[src/rtl/core/smx_pkg.sv]
package smx_pkg;

	localparam int WORD_W      = 32;
	localparam int MODE_W      = 4;
	localparam int REGSEL_W    = 2;
	localparam int SHIFT_W     = 5;
	localparam int DEPTH_W     = 7;
	localparam int STATUS_W    = 2;

	localparam int STACK_DEPTH = 64;
	localparam int NUM_REGS    = 4;

	localparam int STACK_AW    = $clog2(STACK_DEPTH);
	localparam int CNT_W       = $clog2(STACK_DEPTH + 1);
	localparam int REG_W       = (NUM_REGS > 1) ? $clog2(NUM_REGS) : 1;
	localparam int DIV_CNT_W   = $clog2(WORD_W);

	typedef enum logic [MODE_W-1:0] {
		M_PUSH    = 4'd0,
		M_POP     = 4'd1,
		M_ADD     = 4'd2,
		M_SUB     = 4'd3,
		M_MUL     = 4'd4,
		M_DIV     = 4'd5,
		M_LEA     = 4'd6,
		M_LOADREG = 4'd7,
		M_PUSHREG = 4'd8,
		M_POPREG  = 4'd9,
		M_INC     = 4'd10,
		M_DEC     = 4'd11
	} mode_t;

	typedef enum logic [STATUS_W-1:0] {
		STAT_OK    = 2'd0,
		STAT_UNDER = 2'd1,
		STAT_OVER  = 2'd2,
		STAT_DIVZ  = 2'd3
	} status_t;

	typedef enum logic [1:0] {
		S_IDLE,
		S_EXEC,
		S_DIV,
		S_DONE
	} ctrl_state_t;

	typedef struct packed {
		logic capture;
		logic exec;
		logic div_start;
		logic div_load;
		logic commit;
	} ctrl_cmd_t;

	typedef struct packed {
		logic need_div;
		logic div_done;
		logic out_busy;
	} dp_stat_t;

endpackage

[src/rtl/core/smx_ctrl.sv]
module smx_ctrl import smx_pkg::*; (
	input  logic      clk,
	input  logic      arst_n,
	input  logic      req_valid,
	output logic      req_ready,
	input  dp_stat_t  stat,
	output ctrl_cmd_t cmd
);

	ctrl_state_t state_q;
	ctrl_state_t state_d;

	always_ff @(posedge clk or negedge arst_n) begin
		if (!arst_n) begin
			state_q <= S_IDLE;
		end else begin
			state_q <= state_d;
		end
	end

	always_comb begin
		state_d   = state_q;
		cmd       = '0;
		req_ready = 1'b0;
		unique case (state_q)
			S_IDLE: begin
				req_ready = 1'b1;
				if (req_valid) begin
					cmd.capture = 1'b1;
					state_d     = S_EXEC;
				end
			end
			S_EXEC: begin
				cmd.exec = 1'b1;
				if (stat.need_div) begin
					cmd.div_start = 1'b1;
					state_d       = S_DIV;
				end else begin
					state_d = S_DONE;
				end
			end
			S_DIV: begin
				if (stat.div_done) begin
					cmd.div_load = 1'b1;
					state_d      = S_DONE;
				end
			end
			S_DONE: begin
				if (!stat.out_busy) begin
					cmd.commit = 1'b1;
					state_d    = S_IDLE;
				end
			end
			default: state_d = S_IDLE;
		endcase
	end

endmodule

[config.mk]
export PLATFORM = sky130hd
export DESIGN_NAME = smx_ctrl
export DESIGN_NICKNAME = d
export VERILOG_FILES = /design/src/rtl/core/smx_pkg.sv /design/src/rtl/core/smx_ctrl.sv
export SDC_FILE = /design/constraint.sdc
export NUM_CORES = 1
export LEC_CHECK = 0
export BUFFER_PORTS_ARGS = -buffer_cell sky130_fd_sc_hd__clkbuf_2
export CAP_MARGIN = 20
export CORE_AREA = 2 2 39 41
export CTS_BUF_LIST = sky130_fd_sc_hd__clkbuf_4
export CTS_CLUSTER_SIZE = 14
export DETAILED_ROUTE_END_ITERATION = 10
export DIE_AREA = 0 0 41 43
export PLACE_DENSITY_LB_ADDON = 0.08
export SKIP_CTS_REPAIR_TIMING = 1
export SLEW_MARGIN = 20
export SYNTH_ARGS = -nofsm -noshare
export SYNTH_HDL_FRONTEND = slang
export SYNTH_SLANG_ARGS = --single-unit
[constraint.sdc]
create_clock -name clk -period 1.4 [get_ports clk]
set_input_delay 0.07 -clock clk [delete_from_list [all_inputs] [get_ports clk]]
set_output_delay 0.07 -clock clk [all_outputs]
set_load 0.03 [all_outputs]
* Word level (Yosys, flattened, before mapping)
Cells that the tools add are included.
** Cells by class
- Equal/unequal tests :: 6
- Mux-type cells :: 14
- Reductions and logical operators :: 2
** Operators with widths (count)
- $mux W1 :: 9
- $mux W2 :: 4
- $pmux W2 S4 :: 1
- $ne A2 B2 Y1 const B :: 3
- $eq A2 B2 Y1 const B :: 2
- $reduce_and A3 Y1 :: 1
- $eq A2 B1 Y1 const B :: 1
- $logic_not A2 Y1 :: 1
** Word-level totals
- Register bits after elaboration :: 2
- Input bits :: 6

* Depth between registers and ports, before layout
Gate-level depths: netlist of run 1.
- Depth after elaboration :: 3
- Mapped depth :: 5
- Depth with buffers taken out :: 5

* Worst setup path after synthesis of run 1
OpenSTA, ideal clock, no wires.
- Path kind :: register to register
- Start point :: register state_q[0]
- End point :: register state_q[1]
- Setup time :: 0.125 ns
- Arrival time :: 1.412 ns
- Path slack :: -0.137 ns
- Stages on the path, launching flop included :: 6
- Period minus slack after synthesis :: 1.537 ns
- Cells stage by stage :: dfrtp_1 > inv_1 > ha_1 > nand2b_1 > and3_4 > mux2_4
** Between the ends
- Cells in the longest elaborated chain, start to end :: 3
- Elaborated cells on any way between the ends :: 9
- Those cells by class :: eq/ne: 6; mux: 1; reduce/logical: 2
** RTL lines
- start, declared :: RTL line smx_ctrl.sv:10 : ctrl_state_t state_q;
- start signal, assigned :: RTL line smx_ctrl.sv:17 : state_q <= state_d;
- $eq A2 B2 Y1 / $logic_not A2 Y1 (equally long branches) :: RTL line smx_ctrl.sv:25 : unique case (state_q)
- $ne A2 B2 Y1 (no source line)
- $reduce_and A3 Y1 (no source line)
Several ways; a longest one is shown, not always the timed one.
A chain may end at the register's enable or synchronous reset.

==> metrics.log, run 1 <==
INFO  metric cts_tree = yes
INFO  metric grt.overflow.total = 0
INFO  metric cts_buffers = 3
INFO  metric via_count_of_the_routed_design = approximately 200
INFO  metric place.port_buffers = 11
INFO  metric critPathKind = reg -> out
INFO  metric worstSkewPairLatency = 0.22 ns
INFO  metric timing.final.crit_share = 95.7%
INFO  metric fin_crit = about 1.3 ns
INFO  metric pin_count_of_the_biggest_net_entering_global_routing = 6
INFO  metric timing.reg2reg.worst_path_depth = 5
INFO  metric floorplan.initialDensity = roughly 15%
INFO  metric fin_ws = 0.0605 ns
INFO  metric layout_commonest_cell = clkbuf_2
INFO  metric synth_cell_types = 14
INFO  metric result_of_the_run = finished, final reports clean
INFO  metric routed_wire_length_per_instance = around 8.4 um
INFO  metric first_global_vias = 185
INFO  metric io-pin-count = 12
INFO  metric biggest_register = state_q
INFO  metric reg_top3 = state_q (2)
INFO  metric worstSetupPathDepth = 5
INFO  metric yosys_warnings = 0
INFO  metric die_x = 41 um
INFO  metric cell_at_the_root_of_the_clock_tree = clkbuf_4
INFO  metric global_route.usage.total = 7.02%
INFO  metric relSlewSlack = slightly below 90%
INFO  metric finalWeightedCongestion = 0.653
INFO  metric synth.avg_cell_area = ~10 sq um
INFO  metric crit_required = around 1.3 ns
INFO  metric dr.first_iter.drc_count = 3
INFO  metric final-max-slew-violation-count = 0
INFO  metric top_fanout_value_on_the_critical_path = 5
INFO  metric synth.cell_area = 213 sq um
INFO  metric final_antenna_net_count = 0
INFO  metric grtUsageMet3 = about 3.1%
INFO  metric diodes = 0
INFO  metric worst_r2r_startpoint = state_q[0]$_DFFE_PN0P_
INFO  metric footprint_of_the_multi_input_gates = about 170 sq um
INFO  metric cp_cell_sequence = inv_2, ha_4, buf_4, and2_2, buf_6
INFO  metric preCtsSetupSlack = 0.0183 ns
INFO  metric nets = 51
INFO  metric final_design_area_no_fill = 370 sq um
INFO  metric post_place_instance_area = 323 sq um
INFO  metric netlist_instances = 21
INFO  metric final_layout_size_suffix_gt1_share = 71.8%
INFO  metric critical-path-top-delay-family = flip-flops
INFO  metric skew = 0.00105 ns
INFO  metric final_cell_mix = clkbuf_2, buf_4, clkbuf_4
INFO  metric reg2reg_slack = ~0.07 ns
INFO  metric top_achievable_clock_speed = 747 MHz
INFO  metric met2_layer_usage_reported_by_global_route = 8.75%
INFO  metric max-vdd-ir-drop = between 800 and 900 uV
INFO  metric setup_viol_count_final = 0
INFO  metric fillers = approximately 150
INFO  metric initial_drt_pass_iterations = 2
INFO  metric max-clock-path-buffers = 2
INFO  metric detailed_place_hpwl = approximately 370 um
INFO  metric path_buf_inv = 3
INFO  metric rsz0062_at_grt = false
INFO  metric routed_via_density = 3.69
INFO  metric max_cap_viol_count = 0
INFO  metric grt_first_pass_wirelength = ~740 um
INFO  metric largest_register_ffs = 2
INFO  metric area_delta_synth_final = 74.1%
INFO  metric tightestPinTransition = 0.159 ns
INFO  metric power_per_cell_area = 2400 mW/mm^2
INFO  metric die_height = approximately 43 um
INFO  metric gr-usage-met1 = 7.69%
INFO  metric htree_num_levels = 1
INFO  metric regArea = ~50 sq um
INFO  metric grt_antenna_before_repair = 0
INFO  metric cts_sinks = 2
INFO  metric postRouteWirelength = 462 um
INFO  metric gr-max-usage-layer = met2
INFO  metric postSynthRegisterBits = 2
INFO  metric timing.hold.worst.class = in -> async
INFO  metric slowest_stage = dfrtp_2
INFO  metric leakage = 0.184 nW
INFO  metric worst_setup_hold_path_clk_slew = approximately 0.03 ns
INFO  metric fp.coreArea = 0.00138 sq mm
INFO  metric die_area = around 0.0018 sq mm
INFO  metric totalNegativeSetupSlack = 0 ns
INFO  metric final-hold-violation-count = 0
INFO  metric syn_nets = 31
INFO  metric max_incr_delay_on_cp = around 0.40 ns
INFO  metric drcViolationCount = 0
INFO  metric setup.worst_path.end_class = output pin
INFO  metric ys_seq_area_share = 23.5%
INFO  metric timing.critical_path.arrival = 1.27 ns
INFO  metric placement_rows = 14
INFO  metric start_kind = flop
INFO  metric startpoint = state_q[1]$_DFFE_PN0P_
-- cell families (layout without fill, tap and decap cells) --
family / count (synthesis) / count (layout) / synth area share, %
buffers and inverters: 2 / 20 / 3.53
DFF: 2 / 2 / 23.5
and+or+nand+nor: 10 / 10 / 33.5
AOI/OAI and AO/OA: 2 / 2 / 8.82
adders and majority gates: 4 / 4 / 23.5
muxes: 1 / 1 / 7.06
-- metal layers --
metal  part of all wire, %  routed length, um
met5                     0                  0
met4                     0                  0
met3                   7.1                 33
met2                    52                240
met1                    40                187
-- path summary, 6_finish.rpt --
check	end
max	cmd[4]
min	state_q[0]$_DFFE_PN0P_
max reg2reg	state_q[1]$_DFFE_PN0P_
min reg2reg	state_q[1]$_DFFE_PN0P_
max in group asynchronous	state_q[1]$_DFFE_PN0P_
min in group clk	state_q[0]$_DFFE_PN0P_
-- where the power goes --
part | internal, W | total, W | switching [W]
logic | 0.000310 | 0.000627 | 0.000316
clock network | 0.0000946 | 0.000128 | 0.0000329
registers | 0.0000952 | 0.000134 | 0.0000393
total | 0.000500 | 0.000889 | 0.000389
-- metrics by stage --
stage / std cells / utilization, % / power [W] / hold WS, ns
floorplan: 21 / - / 0.000586 / -0.226
global placement: 51 / 23.3 / 0.000741 / -0.145
detailed placement: 51 / 23.3 / 0.000739 / -0.143
CTS: 54 / 25.0 / 0.000880 / -0.388
global route: 55 / 26.8 / 0.000987 / 0.166
finish: 55 / 26.8 / 0.000889 / 0.175
-- layout make-up --
cell class	instances	share of cell area (%)
Clock buffer	3	6.08
Sequential cell	2	13.9
Timing Repair Buffer	15	26.0
Tap cell	16	5.41
Inverter	2	2.03
Multi-Input combinational cell	17	46.6
-- cell usage after synthesis --
master    instances  area (sq um)
nand2b_1          2          12.5
dfrtp_1           2          50.1
and2_2            1          7.51
nor2_1            1          3.75
o22a_2            1          10.0
nand2_1           1          3.75
a41oi_1           1          8.76
and3_4            1          11.3
inv_1             2          7.51
nand2b_4          1          13.8
nor2b_1           1          6.26
ha_1              4          50.1
and2_1            2          12.5
mux2_4            1          15.0
No activity file was read; power rests on OpenSTA's default activity.
==> run 2: changes to the inputs <==
- ABC_AREA: not set -> 1
==> run 2 against run 1 <==
Highest routed layer unchanged. Core utilization down 1.9 points. First-iteration DRC count unchanged. Sequential share of layout area increased by 0.69 points. Wire length increased by 1.9%. Hold slack worse by 0.0041 ns. Via count grew 15%. Worst setup slack better by 0.035 ns. Fmax is 2.7% higher. Total power decreased by 12%. Critical path depth stayed put.
==> metrics.log, run 2 <==
INFO  metric result_of_the_run = finished, final reports clean
INFO  metric worstSetupPathDepth = 5
INFO  metric place.port_buffers = 11
INFO  metric routed_via_density = 3.49
INFO  metric power_per_cell_area = 2270 mW/mm^2
INFO  metric post_synth_most_frequent_cells = nand2_1, inv_1, ha_1
INFO  metric worstSkewPairLatency = 0.22 ns
INFO  metric clkPwrFrac = around 16%
INFO  metric htree_num_levels = 1
INFO  metric final-hold-violation-count = 0
INFO  metric post_place_instance_area = just over 300 sq um
INFO  metric die_x = 41 um
INFO  metric layout_commonest_cell = nand2_1
INFO  metric relSlewSlack = 88.6%
INFO  metric reg2reg_slack = 0.26 ns
INFO  metric synth_cell_types = 9
INFO  metric diodes = 0
INFO  metric worst_r2r_startpoint = state_q[0]$_DFFE_PN0P_
INFO  metric preCtsSetupSlack = ~0.20 ns
INFO  metric global_route.usage.total = around 7.4%
INFO  metric die_area = 0.00176 sq mm
INFO  metric floorplan.initialDensity = about 17%
INFO  metric skew = 0.00247 ns
INFO  metric met2_layer_usage_reported_by_global_route = 9.69%
INFO  metric critPathKind = reg -> out
INFO  metric pin_count_of_the_biggest_net_entering_global_routing = 6
INFO  metric grt_antenna_before_repair = 0
INFO  metric rsz0062_at_grt = false
INFO  metric timing.final.crit_share = 93.2%
INFO  metric top_fanout_value_on_the_critical_path = 5
INFO  metric max_cap_viol_count = 0
INFO  metric detailed_place_hpwl = 404 um
INFO  metric synthFlopType = dfrtp_1
INFO  metric startpoint = state_q[0]$_DFFE_PN0P_
INFO  metric final_cell_mix = nand2_1, inv_1, clkbuf_2
INFO  metric gr-max-usage-layer = met2
INFO  metric dr.first_iter.drc_count = 3
INFO  metric p_seq_share = around 17%
INFO  metric switching_share_of_power = 52.8%
INFO  metric cts_sinks = 2
INFO  metric top_achievable_clock_speed = 767 MHz
INFO  metric grtUsageMet3 = under 10%
INFO  metric cell_at_the_root_of_the_clock_tree = clkbuf_4
INFO  metric routed_wire_length_per_instance = 7.03 um
INFO  metric crit_required = 1.33 ns
INFO  metric ys_seq_area_share = 21.6%
INFO  metric endpoint = cmd[4]
INFO  metric setup_viol_count_final = 0
INFO  metric netlist_top_cells_area = dfrtp_1, ha_1, nand2_1, inv_1, nand2_2
INFO  metric initial_drt_pass_iterations = 2
INFO  metric largest_register_ffs = 2
INFO  metric netlist_instances = 36
INFO  metric timing.reg2reg.worst_path_depth = 6
INFO  metric max_incr_delay_on_cp = 0.41 ns
INFO  metric postSynthRegisterBits = 2
INFO  metric synth.avg_cell_area = 6.43 sq um
INFO  metric gr-usage-met1 = about 8%
INFO  metric syn_nets = 46
INFO  metric first_global_vias = about 220
INFO  metric synth.largest_area_cell = dfrtp_1
INFO  metric crit_path_frequent_cell = inv_1
INFO  metric drcViolationCount = 0
INFO  metric reg_top3 = state_q (2)
INFO  metric synth.cell_area = 231 sq um
INFO  metric leakage = approximately 0.23 nW
INFO  metric fin_crit = 1.30 ns
INFO  metric final_design_area_no_fill = approximately 340 sq um
INFO  metric layout.core_utilization = 24.9%
INFO  metric worst_setup_hold_path_clk_slew = 0.03 ns
INFO  metric grt.overflow.total = 0
INFO  metric cts_tree = yes
INFO  metric die_height = ~43 um
INFO  metric biggest_register = state_q
INFO  metric nets = between 60 and 70
INFO  metric timing.hold.worst.class = in -> async
INFO  metric internal_power = 0.000369 W
INFO  metric critical-path-top-delay-family = flip-flops
INFO  metric net-switching-power = slightly above 0.0004 W
INFO  metric final-max-slew-violation-count = 0
INFO  metric slowest_stage = dfrtp_1
INFO  metric via_count_of_the_routed_design = 234
INFO  metric path_buf_inv = 3
INFO  metric fp.coreArea = 0.00138 sq mm
INFO  metric postRouteWirelength = 471 um
INFO  metric cts_buffers = 3
INFO  metric area_delta_synth_final = 48.6%
INFO  metric grt_first_pass_wirelength = between 800 and 900 um
INFO  metric start_kind = flop
INFO  metric postSynth.asyncResetShare = 100%
INFO  metric tightestPinTransition = 0.172 ns
INFO  metric fin_ws = 0.0956 ns
INFO  metric setup.worst_path.end_class = output pin
INFO  metric final_layout_size_suffix_gt1_share = slightly below 40%
INFO  metric timing.critical_path.arrival = 1.23 ns
INFO  metric synth_enable_flop_cells = 0
INFO  metric placement_rows = 14
INFO  metric max-vdd-ir-drop = approximately 660 uV
INFO  metric post-synth-top-count-cell = nand2_1
INFO  metric finalWeightedCongestion = 0.670
INFO  metric max-clock-path-buffers = 2
INFO  metric cp_cell_sequence = inv_1, ha_2, nand2_1, inv_1, clkbuf_4
INFO  metric yosys_warnings = 0
INFO  metric crit-reg2reg-capture = state_q[0]$_DFFE_PN0P_
INFO  metric totalNegativeSetupSlack = 0 ns
INFO  metric power.combinational.fraction = 67.3%
INFO  metric post-synth-top-area-fraction = 21.6%
INFO  metric io-pin-count = 12
INFO  metric final_antenna_net_count = 0
run 2: changes by cell type in the layout (fill, tap and decap cells not counted), sizes merged:
cell    before  now
buf          6    1
nand2        1   14
mux2         1    0
nor2         1    2
and2         3    0
nor2b        1    0
a41oi        1    0
nand2b       3    0
o22a         1    0
and3         1    0
inv          2   11
clkbuf      11   13
nand3        0    3
run 2: layer usage:
layer	up-vias	part of all wire, %
met5	-	0
met4	0	0
met3	0	7.6
met2	8	48
met1	93	44
li1	133	-
run 2: area by class of cell:
class / instances / area [sq um]
Tap cell: 16 / 20.0
Fill cell: 170 / 1040
Inverter: 11 / 41.3
Clock buffer: 3 / 22.5
Timing Repair Buffer: 12 / 67.6
Sequential cell: 2 / 50.0
Multi-Input combinational cell: 23 / 143
run 2: cells by family (layout without fill, tap and decap cells):
family | count (synthesis) | after routing | share of synthesized area, %
flip-flops | 2 | 2 | 21.6
AND/OR/NAND/NOR | 19 | 19 | 38.9
adder cells (fa/ha/maj) | 4 | 4 | 21.6
buffers and inverters | 11 | 26 | 17.8
run 2: how the worst min path moves through the flow:
stage / from / endpoint / slack (ns) / cells past startpoint
2_1_floorplan: arst_n / state_q[0]$_DFFE_PN0P_ / -0.23 / 0
3_3_place_gp: arst_n / state_q[0]$_DFFE_PN0P_ / -0.14 / 1
3_5_place_dp: arst_n / state_q[0]$_DFFE_PN0P_ / -0.14 / 1
4_1_cts: arst_n / state_q[1]$_DFFE_PN0P_ / -0.38 / 1
5_1_grt: arst_n / state_q[0]$_DFFE_PN0P_ / 0.18 / 2
6_report: arst_n / state_q[1]$_DFFE_PN0P_ / 0.17 / 2
run 2: stage by stage:
| stage | instances | hold slack [ns] | total power, W |
|---|---|---|---|
| after detailed placement | 63 | -0.142 | 0.000658 |
| after CTS | 66 | -0.385 | 0.000795 |
| final | 67 | 0.170 | 0.000781 |
| after global placement | 63 | -0.140 | 0.000668 |
| after global routing | 67 | 0.181 | 0.000873 |
| after floorplan | 36 | -0.226 | 0.000534 |
run 2: power groups by stage:
| stage | logic, W | registers [W] | clock network [W] |
|---|---|---|---|
| 2_1_floorplan | 0.000411 | 0.000122 | 0 |
| 3_3_place_gp | 0.000535 | 0.000134 | 0 |
| 3_5_place_dp | 0.000526 | 0.000131 | 0 |
| 4_1_cts | 0.000528 | 0.000131 | 0.000136 |
| 5_1_grt | 0.000600 | 0.000136 | 0.000138 |
| 6_report | 0.000526 | 0.000130 | 0.000126 |
==> run 3: changes to the inputs <==
- CORE_AREA: 2 2 39 41 -> 3 3 40 42
- DIE_AREA: 0 0 41 43 -> 0 0 43 45
==> run 3 against run 2 <==
Clock-buffer cell count is the same. Sequential share of layout area grew 0.053 points. Critical endpoint unchanged. Critical path type unchanged. Clock skew shrank 0.0016 ns. Final cell count shrank 1.5%. Non-clock buffer count is the same. Cell area shrank 0.36%. Wire length grew 0.64%. First-iteration DRC count grew 67%. Via count grew 2.6%. Core utilization grew 1.8 points. Die area grew 9.8%. Flip-flop and latch count is the same.
==> metrics.log, run 3 (synthesized netlist as in run 2, its figures left out) <==
INFO  metric drcViolationCount = 0
INFO  metric postRouteWirelength = 474 um
INFO  metric top_achievable_clock_speed = a little under 800 MHz
INFO  metric grt_antenna_before_repair = 0
INFO  metric final_antenna_net_count = 0
INFO  metric cts_buffers = 3
INFO  metric final_cell_mix = nand2_1, clkbuf_2, inv_1
INFO  metric leakage = between 0.2 and 0.25 nW
INFO  metric grt.overflow.total = 0
INFO  metric setup_viol_count_final = 0
INFO  metric global_route.usage.total = 5.91%
INFO  metric initial_drt_pass_iterations = 4
INFO  metric pin_count_of_the_biggest_net_entering_global_routing = 6
INFO  metric layout.core_utilization = 26.7%
INFO  metric timing.critical_path.arrival = 1.22 ns
INFO  metric timing.reg2reg.worst_path_depth = 6
INFO  metric largest_register_ffs = 2
INFO  metric critPathKind = reg -> out
INFO  metric crit_required = 1.33 ns
INFO  metric diodes = 0
INFO  metric worst_r2r_startpoint = state_q[0]$_DFFE_PN0P_
INFO  metric final_layout_size_suffix_gt1_share = between 40% and 50%
INFO  metric die_x = 43 um
INFO  metric dr.first_iter.drc_count = 5
INFO  metric reg_top3 = state_q (2)
INFO  metric top_fanout_value_on_the_critical_path = 5
INFO  metric start_kind = flop
INFO  metric rsz0062_at_grt = false
INFO  metric worst_setup_hold_path_clk_slew = 0.03 ns
INFO  metric place.port_buffers = 11
INFO  metric biggest_register = state_q
INFO  metric grt_first_pass_wirelength = 841 um
INFO  metric cts_sinks = 2
INFO  metric final-hold-violation-count = 0
INFO  metric via_count_of_the_routed_design = 240
INFO  metric fin_crit = 1.29 ns
INFO  metric max-vdd-ir-drop = slightly below 700 uV
INFO  metric cts_tree = yes
INFO  metric max_cap_viol_count = 0
INFO  metric timing.hold.worst.class = in -> async
INFO  metric post_place_instance_area = around 310 sq um
INFO  metric fp.coreArea = about 0.0013 sq mm
INFO  metric totalNegativeSetupSlack = 0 ns
INFO  metric power_per_cell_area = approximately 2300 mW/mm^2
INFO  metric crit-reg2reg-capture = state_q[0]$_DFFE_PN0P_
INFO  metric final_design_area_no_fill = 343 sq um
INFO  metric die_area = just under 0.002 sq mm
INFO  metric finalWeightedCongestion = 0.749
INFO  metric reg2reg_slack = roughly 0.27 ns
INFO  metric floorplan.initialDensity = 18.0%
INFO  metric final-max-slew-violation-count = 0
INFO  metric max_incr_delay_on_cp = 0.42 ns
INFO  metric nets = 63
INFO  metric skew = slightly below 0.0009 ns
INFO  metric layout_commonest_cell = nand2_1
INFO  metric tightestPinTransition = 0.182 ns
INFO  metric total_power = 0.000780 W
INFO  metric max-clock-path-buffers = 2
INFO  metric detailed_place_hpwl = 397 um
INFO  metric setup.worst_path.end_class = output pin
INFO  metric worstSkewPairLatency = 0.22 ns
INFO  metric cp_cell_sequence = inv_2, ha_2, nand2_1, inv_1, clkbuf_4
INFO  metric timing.final.crit_share = approximately 92%
INFO  metric htree_num_levels = 1
INFO  metric result_of_the_run = finished, final reports clean
INFO  metric io-pin-count = 12
INFO  metric relSlewSlack = 87.9%
INFO  metric routed_wire_length_per_instance = 7.18 um
INFO  metric routed_via_density = 3.64
INFO  metric cell_at_the_root_of_the_clock_tree = clkbuf_4
INFO  metric die_height = 45 um
INFO  metric area_delta_synth_final = 48.1%
INFO  metric first_global_vias = 226
INFO  metric placement_rows = 13
INFO  metric slowest_stage = dfrtp_1
-- run 3: changes by cell type in the layout (fill, tap and decap cells not counted) --
cell	delta
buf_2	-1
clkbuf_2	+1
inv_1	-1
inv_2	+1
-- run 3: metal layers --
metal  vias to the layer above  wire (um)  GRT usage (%)
li1                        132          -              -
met1                       101        208           7.47
met2                         7        232           8.38
met3                         0         33           1.20
met4                         0          0           5.42
met5                         -          0              0
-- run 3: metrics by stage --
step / worst slack, ns / std cells / hold WS, ns
after detailed placement: 0.190 / 62 / -0.142
after floorplan: 0.105 / 36 / -0.226
after CTS: -0.00163 / 65 / -0.383
after global routing: 0.00432 / 66 / 0.175
final: 0.105 / 66 / 0.174
after global placement: 0.188 / 62 / -0.145
-- run 3: worst max-delay path: cells and delay by family, from the launching register on --
family	cells	cell delay (ns)
adders and majority gates	1	0.21
and+or+nand+nor	1	0.06
buffers and inverters	3	0.32
DFF	1	0.42
-- run 3: worst max path at each step --
stage	endpoint	start	slack, ns
after floorplan	state_q[0]$_DFFE_PN0P_	state_q[0]$_DFFE_PN0P_	0.10
after global placement	state_q[0]$_DFFE_PN0P_	state_q[0]$_DFFE_PN0P_	0.19
after detailed placement	state_q[1]$_DFFE_PN0P_	state_q[0]$_DFFE_PN0P_	0.19
after CTS	cmd[4]	state_q[0]$_DFFE_PN0P_	-0.002
after global routing	cmd[4]	state_q[0]$_DFFE_PN0P_	0.004
final	cmd[4]	state_q[0]$_DFFE_PN0P_	0.11
-- run 3: layout make-up --
type	instances	area, sq um
Fill cell	154	942
Multi-Input combinational cell	23	143
Timing Repair Buffer	12	67.6
Sequential cell	2	50.0
Inverter	11	41.3
Clock buffer	3	22.5
Tap cell	15	18.8
-- run 3: power breakdown --
group | switching [W] | internal (W)
clock | 0.0000301 | 0.0000944
combinational | 0.000340 | 0.000181
sequential | 0.0000423 | 0.0000913
total | 0.000413 | 0.000367
